<file path="src/sv/lbfr_pkg.sv">
// Shared constants, types and helpers of the bit-field reader.
package lbfr_pkg;

  localparam int BUFFER_BYTES_DEF  = 1024;
  localparam int MAX_READ_BITS_DEF = 64;

  localparam int OPCODE_W = 2;
  localparam int ADDR_W   = 10;
  localparam int BYTE_W   = 8;
  localparam int COUNT_W  = 7;
  localparam int VALUE_W  = 64;
  localparam int CURSOR_W = 14;

  localparam logic [OPCODE_W-1:0] OP_WRITE   = 2'd0;
  localparam logic [OPCODE_W-1:0] OP_READ    = 2'd1;
  localparam logic [OPCODE_W-1:0] OP_RESTART = 2'd2;

  localparam logic [CURSOR_W-1:0] STREAM_BITS_RST = 14'd8192;

  // control from the sequencer to the byte gather shift register
  typedef struct packed {
    logic shift;
    logic load_byte;
  } gather_ctrl_t;

  // bytes a read of max_bits bits can touch at any bit offset
  function automatic int gather_bytes(input int max_bits);
    return (max_bits + 2 * BYTE_W - 2) / BYTE_W;
  endfunction

endpackage

</file>
<file path="src/sv/lbfr_gather.sv">
// Byte-serial gather register: collects fetched bytes, then aligns and masks the field.
module lbfr_gather #(
  parameter int MAX_READ_BITS = lbfr_pkg::MAX_READ_BITS_DEF
) (
  input  logic                        clk,
  input  lbfr_pkg::gather_ctrl_t      ctrl,
  input  logic [lbfr_pkg::BYTE_W-1:0] rd_byte,
  input  logic [2:0]                  bit_offset,
  input  logic [lbfr_pkg::COUNT_W-1:0] bit_count,
  output logic [MAX_READ_BITS-1:0]    value
);
  import lbfr_pkg::*;

  localparam int NBYTES = gather_bytes(MAX_READ_BITS);
  localparam int ACC_W  = NBYTES * BYTE_W;

  logic [ACC_W-1:0]         acc;
  logic [BYTE_W-1:0]        shift_in;
  logic [ACC_W-1:0]         aligned;
  logic [MAX_READ_BITS-1:0] mask;

  // bytes enter at the top; after NBYTES shifts byte j sits at bit 8*j
  assign shift_in = ctrl.load_byte ? rd_byte : '0;

  always_ff @(posedge clk) begin
    if (ctrl.shift) begin
      acc <= {shift_in, acc[ACC_W-1:BYTE_W]};
    end
  end

  assign aligned = acc >> bit_offset;

  always_comb begin
    for (int i = 0; i < MAX_READ_BITS; i++) begin
      mask[i] = COUNT_W'(i) < bit_count;
    end
  end

  assign value = aligned[MAX_READ_BITS-1:0] & mask;

endmodule

</file>
<file path="config.mk">
export PLATFORM = sky130hd
export DESIGN_NAME = lbfr_gather
export DESIGN_NICKNAME = d
export VERILOG_FILES = /design/src/sv/lbfr_pkg.sv /design/src/sv/lbfr_gather.sv
export SDC_FILE = /design/constraint.sdc
export NUM_CORES = 1
export LEC_CHECK = 0
export BUFFER_PORTS_ARGS = -buffer_cell sky130_fd_sc_hd__clkbuf_2
export CAP_MARGIN = 20
export CORE_MARGIN = 3
export CORE_UTILIZATION = 60
export CTS_BUF_LIST = sky130_fd_sc_hd__clkbuf_4 sky130_fd_sc_hd__clkbuf_8
export DETAILED_ROUTE_END_ITERATION = 12
export PLACE_DENSITY = 0.84
export SETUP_SLACK_MARGIN = 0.3
export SLEW_MARGIN = 20
export SYNTH_ARGS = -nofsm -noshare
export SYNTH_HDL_FRONTEND = slang
export SYNTH_SLANG_ARGS = --single-unit
</file>
<file path="constraint.sdc">
create_clock -name clk -period 2.1 [get_ports clk]
set_clock_uncertainty 0.2 [all_clocks]
set_input_delay 0.21 -clock clk [delete_from_list [all_inputs] [get_ports clk]]
set_output_delay 0.21 -clock clk [all_outputs]
set_load 0.01 [all_outputs]
</file>
==> impl_results.md <==
* Syn nets at 531
* Global placer's final weighted congestion at 1.04
* Clock latency on the worst-skew pair at 0.39 ns
* Power Total at 0.00490 W
* Largest register by flop count: acc
* Initial drt markers at 1221
* Area added between synthesis and finish at 49.8%
* Final nets at 670
* Initial antenna violation count at 0
* Fin crit period at 2.31 ns
* First-pass GRT wire length at 35.0 mm
* Synth unique cells at 44
* Remaining Overflow, GRT at 0
* Root buffer cell: clkbuf_8
* Boundary Pins at 85
* Largest register FFs at 72
* Via count of the routed design at 6556
* Max VDD drop at 512 µV
* Crit end category: primary output
* Vias per inst at 8.60
* Die H at 102 µm
* Period utilisation layout at 110%
* H-tree Lvls at 3
* Max-slew headroom at 67.2%
* Syn avg cell area at 10.7 µm²
* Total CTS buffers at 9
* Number of clock sinks at 72
* # setup viols final at 45
* Port-buffer cells at 84
* Final WL at 26.6 mm
* Worst EP arrival at 1.90 ns
* Largest net degree at the start of global routing at 73
* Final HPWL DP at 12.1 mm
* Routed wire per std cell at 34.8 µm
* Max Fclk at 433 MHz
* Die width at 102 µm
* Layout cells sized above 1 at 67.3%
* ANT nets after route at 0
* Drc violations at 0
* Worst setup margin at -0.208 ns
* Rows at 34
* Worst setup path class: flip-flop to primary output
* Primary FF master, synth: edfxtp_1
* Leakage at 3.18 nW
* Critical-path maximum fanout at 6
* Clk pin slew, worst setup/hold paths at 0.10 ns
* CORE AREA at 8810 µm²
* Req. time, crit path at 1.69 ns
* Clock Path Buffers at 2
* Diodes inserted at 0
* Worst slack, placed at 0.0508 ns
* Die Area at 10300 µm²
* RSZ-0062 raised after global routing: true
* EDFF count, synth at 72
* Sequential share of the synthesized area at 39.5%
* Synth warnings at 0
* Initial Util at 62.2%
* Worst Max-Slew Pin Slew at 0.488 ns
* Overall Global Routing Usage at 45.0%
* Max-Cap Viols at 0
* Post-Syn Area at 5480 µm²
* Flops & latches, synth at 72
* Top flop regs: acc x72
* CTS tree: yes
* Cells after Synth at 510
* FFs w/ async S/R, synth at 0%
* Number of global-route vias before repair at 5993
* Power per cell area at 597 nW/µm²
* Failing checks: setup timing
* Final hold violations at 0
* Status: finished with violations
* Fin. max-slew vios at 0
* Drt pass-1 iters at 12
* Hold crit path type: input pin to flip-flop
* CP Launch Type: flip-flop
[layer usage]
| metal | GRT usage, % | vias up | share of wire, % |
|---|---|---|---|
| met5 | 0 | - | 0 |
| met4 | 26.4 | 0 | 11 |
| met3 | 12.1 | 336 | 15 |
| met2 | 71.0 | 896 | 42 |
| met1 | 55.6 | 2981 | 32 |
| li1 | - | 2343 | - |
[worst max-delay path, stage by stage, from the launching register on]
cell and delay [ns]:
edfxtp_1 0.53, mux4_2 0.56, mux2i_2 0.19, nor2_1 0.08
clkbuf_2 0.14
[per-stage QoR]
stage / utilization (%) / instances / TNS, ns / hold slack [ns] / instance area, µm²
floorplan: - / 510 / 0 / 0.122 / 5480
global placement: 70.1 / 690 / 0 / 0.201 / 6170
detailed placement: 70.1 / 690 / 0 / 0.212 / 6170
CTS: 85.8 / 743 / -0.763 / 0.0260 / 7560
global route: 93.2 / 762 / -4.41 / 0.0199 / 8210
finish: 93.2 / 762 / -4.03 / 0.00627 / 8210
[area by class of cell]
cell class | instances | area (µm²)
tap | 108 | 135
inverter | 3 | 11.3
timing repair buffer | 184 | 1430
clock inverter | 7 | 78.8
fill | 262 | 597
multi-input combinational | 379 | 4270
clock buffer | 9 | 124
sequential | 72 | 2160
[cell families after synthesis]
kind of cell,count (synthesis),share of synthesized area [%]
simple gates,104,9.98
mux,114,26.8
flops,72,39.5
compound gates,161,18.4
buf+inv,59,5.34
[cells in the mapped netlist (all sizes together), types with 15 or more instances]
cell     n  share of area [%]
buf     36                3.7
nor3    33                3.0
mux2    80                 17
clkbuf  20                1.4
mux4    18                7.4
nor2    17                1.2
a21oi   23                2.1
o21ai   16                1.5
nand2   15                1.0
mux2i   16                2.9
edfxtp  72                 39
o22ai   89                 10
[path summary, 6_finish.rpt]
check	to	cells after the start	from	slack, ns
setup / recovery	value[54]	4	acc[56]	-0.21
hold / removal	acc[66]	2	ctrl[0]	0.006
setup reg to reg	acc[29]	3	acc[37]	0.81
hold reg to reg	acc[63]	0	acc[71]	0.23
[report_power, final]
part / internal (W) / total [W] / switching [W]
sequential: 0.00169 / 0.00181 / 0.000121
clock: 0.000559 / 0.00123 / 0.000673
combinational: 0.000831 / 0.00186 / 0.00103
[repair_timing]
action | 4_1_cts | 5_1_grt
hold buffers | 8 | 0
resized for setup | 179 | 122
endpoints found under the hold margin | 8 | 0
gates cloned | 2 | 1
pin swaps | 44 | 19
setup endpoints to repair | 64 | 64
setup buffers | 27 | 18
[placed cells by master (no fill, tap or decap), drive strengths merged, types with 2 or more instances in the layout]
master	netlist	layout
o22ai	89	89
mux2i	16	16
a211oi	6	6
and2	11	11
nor3	33	33
edfxtp	72	72
o2111ai	6	6
and3	2	2
inv	2	4
nor3b	4	4
o21ai	16	16
mux4	18	18
or3	2	2
or2	6	6
or4	2	2
o21a	2	2
nand2b	4	4
a21o	2	2
clkinvlp	0	3
a31oi	3	3
nor2	17	17
clkinv	1	2
nor4	3	3
a21oi	23	23
buf	36	122
mux2	80	80
nand3	2	2
clkbuf	20	62
dlygate4sd3	0	8
o211ai	10	10
nand2	15	15
Note: power is estimated with default switching activity, not from simulation.
